### src/sv/tkmm_pkg.sv
`timescale 1ns / 1ps

package tkmm_pkg;

  localparam int MAX_KEY_DIM  = 32;
  localparam int MAX_FILE_DIM = 64;
  localparam int TILE_ALIGN   = 8;
  localparam int KEY_DEPTH    = MAX_KEY_DIM * MAX_KEY_DIM;
  localparam int FILE_DEPTH   = MAX_FILE_DIM * MAX_FILE_DIM;
  localparam int KEY_AW       = $clog2(KEY_DEPTH);
  localparam int FILE_AW      = $clog2(FILE_DEPTH);
  localparam int KEY_DIM_W    = 6;
  localparam int FILE_DIM_W   = 7;
  localparam int VALUE_W      = 16;
  localparam int RESULT_W     = 38;
  localparam int PROD_W       = 2 * VALUE_W;
  localparam int QUEUE_DEPTH  = 4;
  localparam int QUEUE_AW     = $clog2(QUEUE_DEPTH);

  localparam logic CFG_KEY_DIM  = 1'b0;
  localparam logic CFG_FILE_DIM = 1'b1;

  typedef enum logic [1:0] {
    CMD_KEY_LOAD  = 2'd0,
    CMD_FILE_LOAD = 2'd1,
    CMD_FETCH     = 2'd2,
    CMD_NONE      = 2'd3
  } cmd_t;

  typedef enum logic [1:0] {
    JOB_KEY,
    JOB_FILE,
    JOB_FETCH
  } job_kind_t;

  typedef enum logic [3:0] {
    BK_IDLE,
    BK_ROWCOL,
    BK_SPAN,
    BK_CHECK,
    BK_BAND,
    BK_BASE,
    BK_MAC,
    BK_DRAIN,
    BK_OUT
  } back_state_t;

  typedef struct packed {
    logic [1:0]                 cmd;
    logic signed [VALUE_W-1:0]  value;
  } item_t;

  typedef struct packed {
    logic signed [RESULT_W-1:0] result_value;
    logic                       last;
  } result_t;

  typedef struct packed {
    job_kind_t                  kind;
    logic [FILE_AW-1:0]         addr;
    logic signed [VALUE_W-1:0]  value;
    logic                       last;
    logic                       empty;
  } job_t;

  function automatic logic [KEY_DIM_W-1:0] eff_key(input logic [KEY_DIM_W-1:0] k);
    logic [KEY_DIM_W-1:0] c;
    c = (k > KEY_DIM_W'(MAX_KEY_DIM)) ? KEY_DIM_W'(MAX_KEY_DIM) : k;
    return c - (c % KEY_DIM_W'(TILE_ALIGN));
  endfunction

  function automatic logic [FILE_DIM_W-1:0] eff_file(input logic [FILE_DIM_W-1:0] f);
    return (f > FILE_DIM_W'(MAX_FILE_DIM)) ? FILE_DIM_W'(MAX_FILE_DIM) : f;
  endfunction

endpackage

### src/sv/tkmm_queue.sv
`timescale 1ns / 1ps

module tkmm_queue (
  input  logic           clk,
  input  logic           rst,
  input  logic           push,
  input  tkmm_pkg::job_t push_job,
  output logic           full,
  input  logic           pop,
  output logic           head_valid,
  output tkmm_pkg::job_t head
);
  import tkmm_pkg::*;

  job_t                entries [QUEUE_DEPTH];
  logic [QUEUE_AW-1:0] wr_ptr, rd_ptr;
  logic [QUEUE_AW:0]   count;
  logic                do_pop;

  assign full       = (count == (QUEUE_AW+1)'(QUEUE_DEPTH));
  assign head_valid = (count != '0);
  assign head       = entries[rd_ptr];
  assign do_pop     = pop && head_valid;

  always_ff @(posedge clk) begin
    if (push) begin
      entries[wr_ptr] <= push_job;
    end
  end

  always_ff @(posedge clk) begin
    if (rst) begin
      wr_ptr <= '0;
      rd_ptr <= '0;
      count  <= '0;
    end else begin
      if (push) begin
        wr_ptr <= wr_ptr + 1'b1;
      end
      if (do_pop) begin
        rd_ptr <= rd_ptr + 1'b1;
      end
      case ({push, do_pop})
        2'b10:   count <= count + 1'b1;
        2'b01:   count <= count - 1'b1;
        default: count <= count;
      endcase
    end
  end

endmodule

### config.mk
export PLATFORM = sky130hd
export DESIGN_NAME = tkmm_queue
export DESIGN_NICKNAME = d
export VERILOG_FILES = /design/src/sv/tkmm_pkg.sv /design/src/sv/tkmm_queue.sv
export SDC_FILE = /design/constraint.sdc
export NUM_CORES = 1
export LEC_CHECK = 0
export BUFFER_PORTS_ARGS = -buffer_cell sky130_fd_sc_hd__buf_2
export CORE_MARGIN = 2
export CORE_UTILIZATION = 30
export CTS_BUF_LIST = sky130_fd_sc_hd__clkbuf_2 sky130_fd_sc_hd__clkbuf_4 sky130_fd_sc_hd__clkbuf_8
export CTS_CLUSTER_DIAMETER = 80
export DETAILED_ROUTE_END_ITERATION = 8
export GPL_TIMING_DRIVEN = 0
export SLEW_MARGIN = 20
export SYNTH_ARGS = -nofsm -noshare
export SYNTH_HDL_FRONTEND = slang
export SYNTH_SLANG_ARGS = --single-unit
### constraint.sdc
create_clock -name clk -period 1.95 [get_ports clk]
set_input_delay 0.195 -clock clk [delete_from_list [all_inputs] [get_ports clk]]
set_output_delay 0.195 -clock clk [all_outputs]
set_load 0.05 [all_outputs]
==> reports/metrics.csv <==
stage,metric,value,unit
run_status,status,"finished, violations left",
final_layout,register area,4030,um^2
final_layout,most frequent cells in the layout,"128 x edfxtp_1, 36 x buf_2, 32 x dlygate4sd3_1",
floorplanning,Cell Rows,47,
floorplanning,Core ar.,16600,um^2
final_layout,design area,6870,um^2
yosys,Synth Instances,215,
setup_path,Critical Path AT,1800,ps
final_layout,final std cells w/o fill,574,
grt,vias in the first global route,2735,
yosys,Seq cells post-synth,137,
grt,GRT Overall Usage,11.5,%
cts,CTS tree,done,
setup_path,worst path required time,1750,ps
grt,first-pass GRT wire length,14700,um
cts,CTS sink count,137,
placed_design,dpl ws,75.7,ps
sta,final setup violation count,31,
final_layout,final core utilization,41.3,%
final_layout,fillers,1517,
power_and_ir_drop,Tot Pwr,8.51,mW
placed_design,detailed placer's ending HPWL,5820,um
final_layout,area of the multi-input gates,978,um^2
placed_design,Placed Area,5840,um^2
route,DRT iter0 DRCs,110,
yosys,"Cell Area, Synth",5110,um^2
setup_path,flop-to-flop setup slack,130,ps
cts,clk root buf,clkbuf_8,
final_layout,"most common cell after layout, fill and taps aside",edfxtp_1,
yosys,post-synthesis cell type count,22,
grt,antenna violations before repair,0,
placed_design,GPL Wtd Cong,0.653,
final_layout,Layout Nets,384,
cts,CTS H-tree lvls,4,
yosys,Mapped Avg Cell Area,23.8,um^2
cts,TritonCTS Buffers,17,
floorplanning,Die X-Extent,134,um
sta,maximum clock rate,501,MHz
route,total wire length,9580,um
sta,final slew viol count,0,
sta,Tightest Pin Transition,530,ps
route,DRT antenna net count,0,
floorplanning,Die ar.,18100,um^2
power_and_ir_drop,Leak,2.35,nW
route,drt first pass iters,4,
cts,clock tree buffer depth,2,
sta,crit share post-route,102,%
sta,Setup WS post-layout,-44.7,ps
sta,Final Hold Viols,0,
floorplanning,I/O pin count,70,
route,routed via count,2484,
placed_design,DP Cell Count,507,
setup_path,maximum fanout along the worst path,8,
worst_hold_path,HP Class,primary input to flip-flop,
yosys,Synth Warn #,0,
final_layout,diode count,0,
final_layout,share of layout cells above drive strength 1,42.7,%
sta,Final min period,1990,ps
final_layout,Area Overhead vs Synth,34.5,%
sta,Slew headroom,64.7,%
yosys,"Net Count, Synth",257,
setup_path,CP Class,flip-flop to primary output,
power_and_ir_drop,peak supply drop,0.702,mV
route,WL/cell,16.7,um
floorplanning,Initial Util,30.7,%
grt,largest net degree at the start of global routing,20,
cts,Clock Latency Late Sink,450,ps
setup_path,startpoint types,flip-flop,
sta,RSZ-0062 raised after global routing,yes,
sta,Fin Clk Skew,6.26,ps
cts,CTS clock-pin slew for the worst setup and hold paths,80,ps
setup_path,Worst setup EP type,primary output,
route,via/cell ratio,4.33,
run_status,failing checks,negative setup slack,
power_and_ir_drop,Pwr Density,1240,nW/um^2
grt,total gr overflow,0,
route,DRC,0,
run,max-cap viol count,0,
yosys,register area share after synthesis,78.8,%
floorplanning,Die Ht,134,um
placed_design,IO buf count,68,
[Yosys cell counts (all sizes together)]
| cell | instances | share of area (%) |
|---|---|---|
| o31a | 1 | 0.17 |
| clkbuf | 1 | 0.073 |
| xor2 | 3 | 0.51 |
| fa | 1 | 0.39 |
| mux4 | 32 | 14 |
| edfxtp | 128 | 75 |
| o311ai | 1 | 0.17 |
| buf | 7 | 1.7 |
| and2 | 4 | 0.49 |
| and3 | 1 | 0.12 |
| nor2 | 8 | 0.59 |
| mux2i | 1 | 0.20 |
| dfxtp | 9 | 3.5 |
| ha | 5 | 1.2 |
| inv | 6 | 0.44 |
| xnor2 | 2 | 0.34 |
| or3 | 2 | 0.24 |
| o21ai | 1 | 0.098 |
| a21oi | 2 | 0.20 |
[stage by stage]
| stage | hold slack (ps) | setup TNS (ps) |
|---|---|---|
| 2_1_floorplan | 294 | 0 |
| 3_3_place_gp | 405 | -56410 |
| 3_5_place_dp | 415 | 0 |
| 4_1_cts | 53.5 | -2370 |
| 5_1_grt | 87.4 | -3230 |
| 6_report | 87.5 | -832 |
[cell type report]
class,count,area share (%)
Clock inverter,13,2.24
Timing Repair Buffer,108,15.4
Multi-Input combinational cell,64,14.2
Inverter,6,0.328
Clock buffer,18,3.52
Tap cell,220,4.01
Buffer,8,1.55
Sequential cell,137,58.7
[logic make-up (layout without fill, tap and decap cells)]
logic type	after synthesis	in the layout	share of synthesized area [%]
DFF	137	137	78.8
and+or+nand+nor	15	15	1.45
buffers and inverters	14	153	2.20
AOI/OAI and AO/OA	5	5	0.637
xor gates and xnor gates	5	5	0.858
muxes	33	33	14.5
adders and majority gates	6	6	1.62
[power by group]
part | switching [mW] | leakage (nW) | total (mW) | internal [mW]
logic | 1.51 | 0.905 | 2.71 | 1.20
registers | 0.0730 | 1.25 | 3.48 | 3.41
clock network | 1.06 | 0.197 | 2.32 | 1.26
total | 2.64 | 2.35 | 8.51 | 5.87
[final timing paths]
path | start | to | cells past startpoint
max reg2reg | count[1] | count[2] | 7
min | push | wr_ptr[0] | 3
min reg2reg | count[2] | count[2] | 2
max | flip-flop | head[30] | 4
[layer usage]
layer,up-vias,track usage (%),share of wire (%)
li1,1140,-,-
met1,1272,13.4,42
met2,53,18.9,51
met3,19,3.83,4.1
met4,0,6.14,2.4
met5,-,0,0
[registers in the layout (all words and copies together) (netlist names), named ones only]
name / count
count: 3
rd_ptr: 2
wr_ptr: 2
entries: 128
[repair_timing]
item / in CTS / in global routing
pin swaps: 0 / 1
gates resized for setup: 70 / 7
setup buffers: 0 / 1
hold buffers: 32 / 0
endpoints found under the hold margin: 128 / 0
cloned: 1 / 2
endpoints found under the setup margin: 32 / 33
[critical path: stages (launching register included)]
cell and delay [ps]:
dfxtp_2 340, buf_12 160, clkbuf_16 170, mux4_2 510, buf_6 170
Note: power is estimated with default switching activity, not from simulation.
