$ cat src/sv/tkmm_pkg.sv
`timescale 1ns / 1ps

package tkmm_pkg;

  localparam int MAX_KEY_DIM  = 32;
  localparam int MAX_FILE_DIM = 64;
  localparam int TILE_ALIGN   = 8;
  localparam int KEY_DEPTH    = MAX_KEY_DIM * MAX_KEY_DIM;
  localparam int FILE_DEPTH   = MAX_FILE_DIM * MAX_FILE_DIM;
  localparam int KEY_AW       = $clog2(KEY_DEPTH);
  localparam int FILE_AW      = $clog2(FILE_DEPTH);
  localparam int KEY_DIM_W    = 6;
  localparam int FILE_DIM_W   = 7;
  localparam int VALUE_W      = 16;
  localparam int RESULT_W     = 38;
  localparam int PROD_W       = 2 * VALUE_W;
  localparam int QUEUE_DEPTH  = 4;
  localparam int QUEUE_AW     = $clog2(QUEUE_DEPTH);

  localparam logic CFG_KEY_DIM  = 1'b0;
  localparam logic CFG_FILE_DIM = 1'b1;

  typedef enum logic [1:0] {
    CMD_KEY_LOAD  = 2'd0,
    CMD_FILE_LOAD = 2'd1,
    CMD_FETCH     = 2'd2,
    CMD_NONE      = 2'd3
  } cmd_t;

  typedef enum logic [1:0] {
    JOB_KEY,
    JOB_FILE,
    JOB_FETCH
  } job_kind_t;

  typedef enum logic [3:0] {
    BK_IDLE,
    BK_ROWCOL,
    BK_SPAN,
    BK_CHECK,
    BK_BAND,
    BK_BASE,
    BK_MAC,
    BK_DRAIN,
    BK_OUT
  } back_state_t;

  typedef struct packed {
    logic [1:0]                 cmd;
    logic signed [VALUE_W-1:0]  value;
  } item_t;

  typedef struct packed {
    logic signed [RESULT_W-1:0] result_value;
    logic                       last;
  } result_t;

  typedef struct packed {
    job_kind_t                  kind;
    logic [FILE_AW-1:0]         addr;
    logic signed [VALUE_W-1:0]  value;
    logic                       last;
    logic                       empty;
  } job_t;

  function automatic logic [KEY_DIM_W-1:0] eff_key(input logic [KEY_DIM_W-1:0] k);
    logic [KEY_DIM_W-1:0] c;
    c = (k > KEY_DIM_W'(MAX_KEY_DIM)) ? KEY_DIM_W'(MAX_KEY_DIM) : k;
    return c - (c % KEY_DIM_W'(TILE_ALIGN));
  endfunction

  function automatic logic [FILE_DIM_W-1:0] eff_file(input logic [FILE_DIM_W-1:0] f);
    return (f > FILE_DIM_W'(MAX_FILE_DIM)) ? FILE_DIM_W'(MAX_FILE_DIM) : f;
  endfunction

endpackage

$ cat src/sv/tkmm_front.sv
`timescale 1ns / 1ps

module tkmm_front (
  input  logic                            clk,
  input  logic                            rst,
  input  logic                            item_valid,
  output logic                            item_ready,
  input  tkmm_pkg::item_t                 item,
  input  logic [tkmm_pkg::KEY_DIM_W-1:0]  k_dim,
  input  logic [tkmm_pkg::FILE_DIM_W-1:0] f_dim,
  input  logic                            queue_full,
  output logic                            push,
  output tkmm_pkg::job_t                  job
);
  import tkmm_pkg::*;

  logic [KEY_AW-1:0]  kpos, kpos_next, kp;
  logic [FILE_AW-1:0] fpos, fpos_next, fp;
  logic [FILE_AW-1:0] xpos, xpos_next, xp;
  logic [KEY_AW:0]    klim, kn;
  logic [FILE_AW:0]   flim, fn, xn;
  logic               accept;

  assign klim = {{(KEY_AW+1-KEY_DIM_W){1'b0}}, k_dim} * {{(KEY_AW+1-KEY_DIM_W){1'b0}}, k_dim};
  assign flim = {{(FILE_AW+1-FILE_DIM_W){1'b0}}, f_dim}
              * {{(FILE_AW+1-FILE_DIM_W){1'b0}}, f_dim};

  assign item_ready = !queue_full;
  assign accept     = item_valid && item_ready;

  always_comb begin
    kp = ({1'b0, kpos} >= klim) ? '0 : kpos;
    kn = {1'b0, kp} + 1'b1;
    fp = ({1'b0, fpos} >= flim) ? '0 : fpos;
    fn = {1'b0, fp} + 1'b1;
    xp = ({1'b0, xpos} >= flim) ? '0 : xpos;
    xn = {1'b0, xp} + 1'b1;

    kpos_next  = kpos;
    fpos_next  = fpos;
    xpos_next  = xpos;
    push       = 1'b0;
    job.kind   = JOB_FETCH;
    job.addr   = '0;
    job.value  = item.value;
    job.last   = 1'b0;
    job.empty  = 1'b0;

    case (cmd_t'(item.cmd))
      CMD_KEY_LOAD: begin
        push      = accept;
        job.kind  = JOB_KEY;
        job.addr  = FILE_AW'(kp);
        kpos_next = (kn >= klim) ? '0 : kn[KEY_AW-1:0];
      end
      CMD_FILE_LOAD: begin
        push      = accept;
        job.kind  = JOB_FILE;
        job.addr  = fp;
        fpos_next = (fn >= flim) ? '0 : fn[FILE_AW-1:0];
      end
      CMD_FETCH: begin
        push      = accept;
        job.kind  = JOB_FETCH;
        job.addr  = xp;
        job.empty = (flim == '0);
        job.last  = (xn >= flim);
        xpos_next = (xn >= flim) ? '0 : xn[FILE_AW-1:0];
      end
      default: begin
        push = 1'b0;
      end
    endcase
  end

  always_ff @(posedge clk) begin
    if (rst) begin
      kpos <= '0;
      fpos <= '0;
      xpos <= '0;
    end else if (accept) begin
      kpos <= kpos_next;
      fpos <= fpos_next;
      xpos <= xpos_next;
    end
  end

endmodule

$ cat config.mk
export PLATFORM = sky130hd
export DESIGN_NAME = tkmm_front
export DESIGN_NICKNAME = d
export VERILOG_FILES = /design/src/sv/tkmm_pkg.sv /design/src/sv/tkmm_front.sv
export SDC_FILE = /design/constraint.sdc
export NUM_CORES = 1
export LEC_CHECK = 0
export BUFFER_PORTS_ARGS = -buffer_cell sky130_fd_sc_hd__buf_2
export CAP_MARGIN = 20
export CORE_ASPECT_RATIO = 0.6
export CORE_UTILIZATION = 60
export DETAILED_ROUTE_END_ITERATION = 8
export PLACE_DENSITY = 0.79
export SYNTH_ARGS = -nofsm -noshare
export SYNTH_HDL_FRONTEND = slang
export SYNTH_SLANG_ARGS = --single-unit
$ cat constraint.sdc
create_clock -name clk -period 53.8 [get_ports clk]
set_clock_uncertainty 0.2 [all_clocks]
set_input_delay 16.14 -clock clk [delete_from_list [all_inputs] [get_ports clk]]
set_output_delay 16.14 -clock clk [all_outputs]
set_load 0.005 [all_outputs]
==> impl_metrics.csv, run 1 <==
group,metric,value,unit
logic_synthesis,syn_area,5620,µm²
clock_network,numClockSinks,34,
logic_synthesis,syn_inst,682,
logic_synthesis,synth-seq-cells,34,
routing,drt-total-wl,14.7,mm
clock_network,clock_latency,0.29,ns
worst_hold_path,hold_depth,2,
logic_synthesis,synth_flop_cell,"dfxtp_1",
logic_synthesis,ys_seq_area_share,12.1,%
logic_synthesis,yosysUniqueCellTypes,76,
placement,dp_hpwl,12.1,mm
power,power.internal,0.0801,mW
critical_path,crit_path_max_fanout,16,
timing,maxSlewViolCount,0,
timing,slew_headroom,27.3,%
timing,hold_viol,0,
power,ir_worst_vdd,0.0183,mV
floorplan,dieArea,9770,µm²
routing,viasPerCell,6.34,
clock_network,clockRootBuffer,"clkbuf_16",
logic_synthesis,syn_nets,834,
power,power_leakage,2.93,nW
global_route,gr-total-overflow,0,
worst_hold_path,holdCritStartpoint,"fpos[10]",
timing,setup_viol_count_final,0,
floorplan,row_count,26,
power,power.share.clock,20.1,%
timing,tightest_slew,1.09,ns
power,pwr-share-comb,62.8,%
timing,setup_tns,0,ns
floorplan,die_x,127,µm
routing,drt_iter0_drc,481,
placement,placed_cells,795,
routing,firstDrtPassIters,5,
power,power.density,25.5,nW/µm²
clock_network,cts_made_buffers,5,
worst_hold_path,hold_class,"reg2reg",
clock_network,cts_resized,0,
critical_path,crit_required,37.46,ns
outcome,status,"completed",
floorplan,core_area,8780,µm²
clock_network,cts_tree,"yes",
critical_path,crit_path_start_kind,"primary input",
critical_path,end_kind,"primary output",
logic_synthesis,postSynthAreaPerCell,8.24,µm²
routing,drc,0,
final_layout,fin_cells,803,
timing,post-route-period-util,76.9,%
clock_network,ctsHoldBuffers,0,
final_layout,synthToLayoutAreaGrowth,4.10,%
routing,ant_nets,0,
timing,rsz0062_at_grt,"no",
clock_network,cts_max_level,2,
power,seqPwrFrac,17.1,%
power,p_sw,0.0688,mW
critical_path,slowest_stage,"fa_1",
logic_synthesis,synth-edff-count,0,
final_layout,num_antenna_cells,0,
critical_path,critPathKind,"in2out",
floorplan,die_y,77.0,µm
worst_hold_path,hold_path_end,"fpos[10]",
clock_network,clkTransAtPathRegs,0.06,ns
global_route,grt_pass1_wl,24.8,mm
placement,gp_congestion,0.973,
placement,numPortBuffers,36,
global_route,grt_max_degree,22,
final_layout,fin_nets,842,
logic_synthesis,synthArstFlopShare,0,%
clock_network,cts_setup_buffers,0,
timing,whs,0.315,ns
final_layout,drive_above_1_share,11.4,%
routing,vias,5092,
global_route,grt_pass1_vias,5012,
global_route,grt_antenna_before_repair,0,
critical_path,reg2regPathDepth,25,
clock_network,clock_path_buffers,2,
global_route,grtUsageTotal,31.8,%
timing,period_needed,41.39,ns
logic_synthesis,ys.warnings.count,0,
critical_path,rr_startpoint,"fpos[8]",
run,drv_cap,0,
power,switching_share,46.2,%
critical_path,arrival,25.05,ns
routing,wl_per_cell,18.4,µm
timing,fmax,24.2,MHz
critical_path,r2r_end,"fpos[9]",
critical_path,r2r_slack,47.88,ns
floorplan,io_pins,69,
floorplan,initial_utilization,64.0,%
critical_path,cp_slowest_stage_delay,0.55,ns
-- metrics by stage --
stage | power [mW] | setup slack, ns | utilization, % | area, µm²
5_1_grt | 0.161 | 12.03 | 66.6 | 5850
3_5_place_dp | 0.117 | 12.57 | 64.9 | 5700
3_3_place_gp | 0.111 | 13.08 | 64.9 | 5700
6_report | 0.149 | 12.41 | 66.6 | 5850
2_1_floorplan | 0.0941 | 13.56 | - | 5620
4_1_cts | 0.147 | 12.50 | 66.6 | 5850
-- power groups by stage --
stage | clock network [mW] | registers, mW | logic [mW]
after floorplan | 0 | 0.0259 | 0.0682
after global placement | 0 | 0.0260 | 0.0854
after detailed placement | 0 | 0.0260 | 0.0908
after CTS | 0.0298 | 0.0254 | 0.0916
after global routing | 0.0313 | 0.0254 | 0.104
final | 0.0300 | 0.0254 | 0.0935
-- flip-flops by register name, summed over array words and instances, names as in the netlist --
signal / flops
xpos: 12
kpos: 10
fpos: 12
-- critical path: cells and delay by family --
family | cells | cell delay (ns)
buffers and inverters | 6 | 0.66
and+or+nand+nor | 8 | 1.54
AOI/OAI and AO/OA | 11 | 1.99
xor gates and xnor gates | 2 | 0.62
adders and majority gates | 10 | 4.11
-- cells in the mapped netlist (7+ instances only) --
master / number / area share (%)
nor2b_1: 8 / 0.89
clkbuf_1: 11 / 0.73
inv_1: 63 / 4.2
ha_1: 95 / 21
and3_1: 9 / 1.0
a22o_1: 23 / 3.6
nand4_1: 8 / 0.89
a21oi_1: 22 / 2.0
nand2b_1: 8 / 0.89
xnor2_1: 23 / 3.6
buf_4: 18 / 2.4
nand2_1: 51 / 3.4
nor3_1: 9 / 0.80
o21ai_1: 8 / 0.71
xor2_1: 22 / 3.4
or2_2: 7 / 0.78
fa_1: 22 / 7.8
nand3_1: 24 / 2.1
nor2_1: 51 / 3.4
dfxtp_1: 34 / 12
a21o_1: 22 / 2.9
and2_1: 25 / 2.8
o21ai_0: 19 / 1.7
-- routing by layer --
layer,GRT usage (%),part of all wire [%],up-vias
li1,-,-,2411
met1,45.9,48,2432
met2,48.2,43,218
met3,7.05,8.5,31
met4,6.55,1.1,0
met5,0,0,-
-- logic make-up (layout without fill, tap and decap cells) --
group / after synthesis / after routing / synth area share, %
buffers and inverters: 100 / 109 / 8.70
AO/OA/AOI/OAI: 150 / 150 / 20.2
AND/OR/NAND/NOR: 227 / 227 / 20.9
adder cells (fa/ha/maj): 122 / 122 / 29.9
multiplexers: 2 / 2 / 0.356
XOR/XNOR: 47 / 47 / 7.79
flip-flops: 34 / 34 / 12.1
-- how the worst max path moves through the flow --
stage                         to  slack, ns  cells after the start      from
final                     job[1]      12.41                     37  f_dim[0]
after global routing      job[1]      12.03                     37  f_dim[0]
after CTS                 job[1]      12.50                     37  f_dim[0]
after detailed placement  job[1]      12.57                     37  f_dim[0]
after global placement    job[1]      13.08                     37  f_dim[0]
after floorplan           job[1]      13.56                     37  f_dim[1]
-- layout make-up --
cell class                      count  area (µm²)
Multi-Input combinational cell    548        4450
Fill cell                         699        2930
Sequential cell                    34         681
Inverter                           63         236
Timing Repair Buffer               38         195
Clock buffer                        7         143
Tap cell                          112         140
Clock inverter                      1        5.00
-- cells in the final DEF (no fill, tap or decap), types with 23 or more instances in the layout --
cell type	count
a22o_1	23
and2_1	25
buf_2	36
dfxtp_1	34
ha_1	95
inv_1	63
nand2_1	51
nand3_1	24
nor2_1	51
xnor2_1	23
(Power assumes the default switching activity.)
==> inputs of run 2 (changes only) <==
clock period = 42.8 ns   (was 53.8 ns; I/O delays follow)
==> run 2 against run 1 <==
Compared with the run above:
- via count up 0.55%
- combinational power up 26%
- register-to-register slack worse by 11 ns
- clock power up 20%
- routed wire length up 0.16%
- sequential cell count unchanged
- highest routed layer unchanged
- critical endpoint unchanged
- utilization about the same
- critical path depth unchanged
- non-clock buffer count up 1
==> impl_metrics.csv, run 2 (synthesized netlist as in run 1, its figures left out) <==
group,metric,value,unit
worst_hold_path,hold_class,"reg2reg",
timing,fin_ws,8.16,ns
global_route,gr-total-overflow,0,
clock_network,clkTransAtPathRegs,0.06,ns
clock_network,clockRootBuffer,"clkbuf_16",
timing,fmax,28.9,MHz
timing,post-route-period-util,80.9,%
floorplan,initial_utilization,64.0,%
final_layout,reg_top3,"fpos x12, xpos x12, kpos x10",
clock_network,clock_path_buffers,2,
routing,ant_nets,0,
power,power_leakage,2.93,nW
routing,viasPerCell,6.38,
routing,drc,0,
timing,maxSlewViolCount,0,
placement,dp_hpwl,12.0,mm
critical_path,end_kind,"primary output",
final_layout,fin_nets,843,
worst_hold_path,hold_path_end,"fpos[0]",
routing,drt_iter0_drc,459,
critical_path,cp_slowest_stage_delay,0.54,ns
final_layout,drive_above_1_share,11.4,%
power,power.density,31.7,nW/µm²
outcome,status,"completed",
power,switching_share,46.1,%
floorplan,io_pins,69,
final_layout,num_antenna_cells,0,
clock_network,cts_made_buffers,5,
floorplan,dieArea,9770,µm²
clock_network,numClockSinks,34,
final_layout,fillCellCount,749,
routing,drt-total-wl,14.8,mm
timing,setup_viol_count_final,0,
timing,tightest_slew,0.915,ns
critical_path,arrival,21.60,ns
clock_network,cts_tree,"yes",
final_layout,post-route-cell-area,5850,µm²
worst_hold_path,hold_depth,2,
timing,slew_headroom,38.8,%
clock_network,cts_max_level,2,
final_layout,layout_commonest_cell,"ha_1",
critical_path,slowest_stage,"fa_1",
floorplan,core_area,8780,µm²
routing,vias,5120,
global_route,grt_antenna_before_repair,0,
floorplan,row_count,26,
placement,numPortBuffers,36,
timing,hold_viol,0,
global_route,grt_pass1_wl,25.1,mm
routing,wl_per_cell,18.4,µm
floorplan,die_y,77.0,µm
run,drv_cap,0,
critical_path,r2r_end,"fpos[10]",
global_route,grt_max_degree,22,
clock_network,clock_latency,0.28,ns
timing,period_needed,34.64,ns
critical_path,reg2regPathDepth,22,
final_layout,synthToLayoutAreaGrowth,4.07,%
critical_path,crit_required,29.76,ns
placement,place_area,5700,µm²
final_layout,postLayoutCoreUtil,66.6,%
power,power.internal,0.100,mW
timing,setup_tns,0,ns
power,p_sw,0.0855,mW
power,seqPwrFrac,17.2,%
timing,rsz0062_at_grt,"no",
critical_path,crit_path_max_fanout,16,
final_layout,final_cell_mix,"ha_1, inv_1, nand2_1, nor2_1, buf_2",
critical_path,r2r_slack,37.04,ns
critical_path,crit_path_start_kind,"primary input",
clock_network,cts_resized,0,
placement,gp_congestion,0.973,
clock_network,cts_setup_buffers,0,
power,pwr-share-comb,63.4,%
critical_path,rr_startpoint,"fpos[8]",
clock_network,ctsHoldBuffers,0,
power,power.share.clock,19.4,%
global_route,grt_pass1_vias,5068,
critical_path,critPathKind,"in2out",
floorplan,die_x,127,µm
global_route,grtUsageTotal,32.0,%
power,ir_worst_vdd,0.0234,mV
worst_hold_path,holdCritStartpoint,"fpos[0]",
routing,firstDrtPassIters,5,
placement,pre_cts_ws,8.30,ns
critical_path,critPathLaunch,"f_dim[0]",
-- run 2: cell count changes in the layout (fill, tap and decap cells not counted) --
cell,before,now
buf_4,2,3
clkbuf_1,1,0
clkinv_2,1,0
-- run 2: how the worst max path moves through the flow --
| stage | end | slack [ns] | cells past startpoint |
|---|---|---|---|
| after floorplan | job[1] | 9.16 | 37 |
| after global placement | job[1] | 8.67 | 37 |
| after detailed placement | job[1] | 8.30 | 37 |
| after CTS | job[1] | 8.26 | 37 |
| after global routing | job[1] | 7.67 | 37 |
| final | job[1] | 8.16 | 37 |
-- run 2: power groups by stage --
stage	clock (mW)	combinational [mW]	sequential, mW
floorplan	0	0.0857	0.0326
global placement	0	0.108	0.0326
detailed placement	0	0.114	0.0326
CTS	0.0358	0.115	0.0320
global route	0.0375	0.131	0.0320
finish	0.0360	0.118	0.0320
-- run 2: routing by layer --
metal,global-route usage [%],wire (µm)
met5,0,0
met4,5.24,130
met3,8.09,1610
met2,48.8,6140
met1,45.6,6890
-- run 2: critical path: cells and delay by family --
family	cells	cell delay, ns
buffers and inverters	6	0.68
AOI/OAI and AO/OA	11	1.91
xor gates and xnor gates	2	0.57
and+or+nand+nor	8	1.50
adders and majority gates	10	4.10
-- run 2: area by class of cell --
cell class | count | area (µm²) | area share, %
Multi-Input combinational cell | 548 | 4450 | 76.1
Sequential cell | 34 | 681 | 11.6
Inverter | 63 | 236 | 4.04
Timing Repair Buffer | 39 | 203 | 3.47
Tap cell | 112 | 140 | 2.40
Clock buffer | 6 | 139 | 2.37
-- run 2: stage by stage --
stage / std cells / hold WS (ns) / total power, mW
floorplan: 682 / 0.266 / 0.118
global placement: 795 / 0.300 / 0.140
detailed placement: 795 / 0.303 / 0.147
CTS: 801 / 0.309 / 0.183
global route: 802 / 0.357 / 0.200
finish: 802 / 0.323 / 0.185
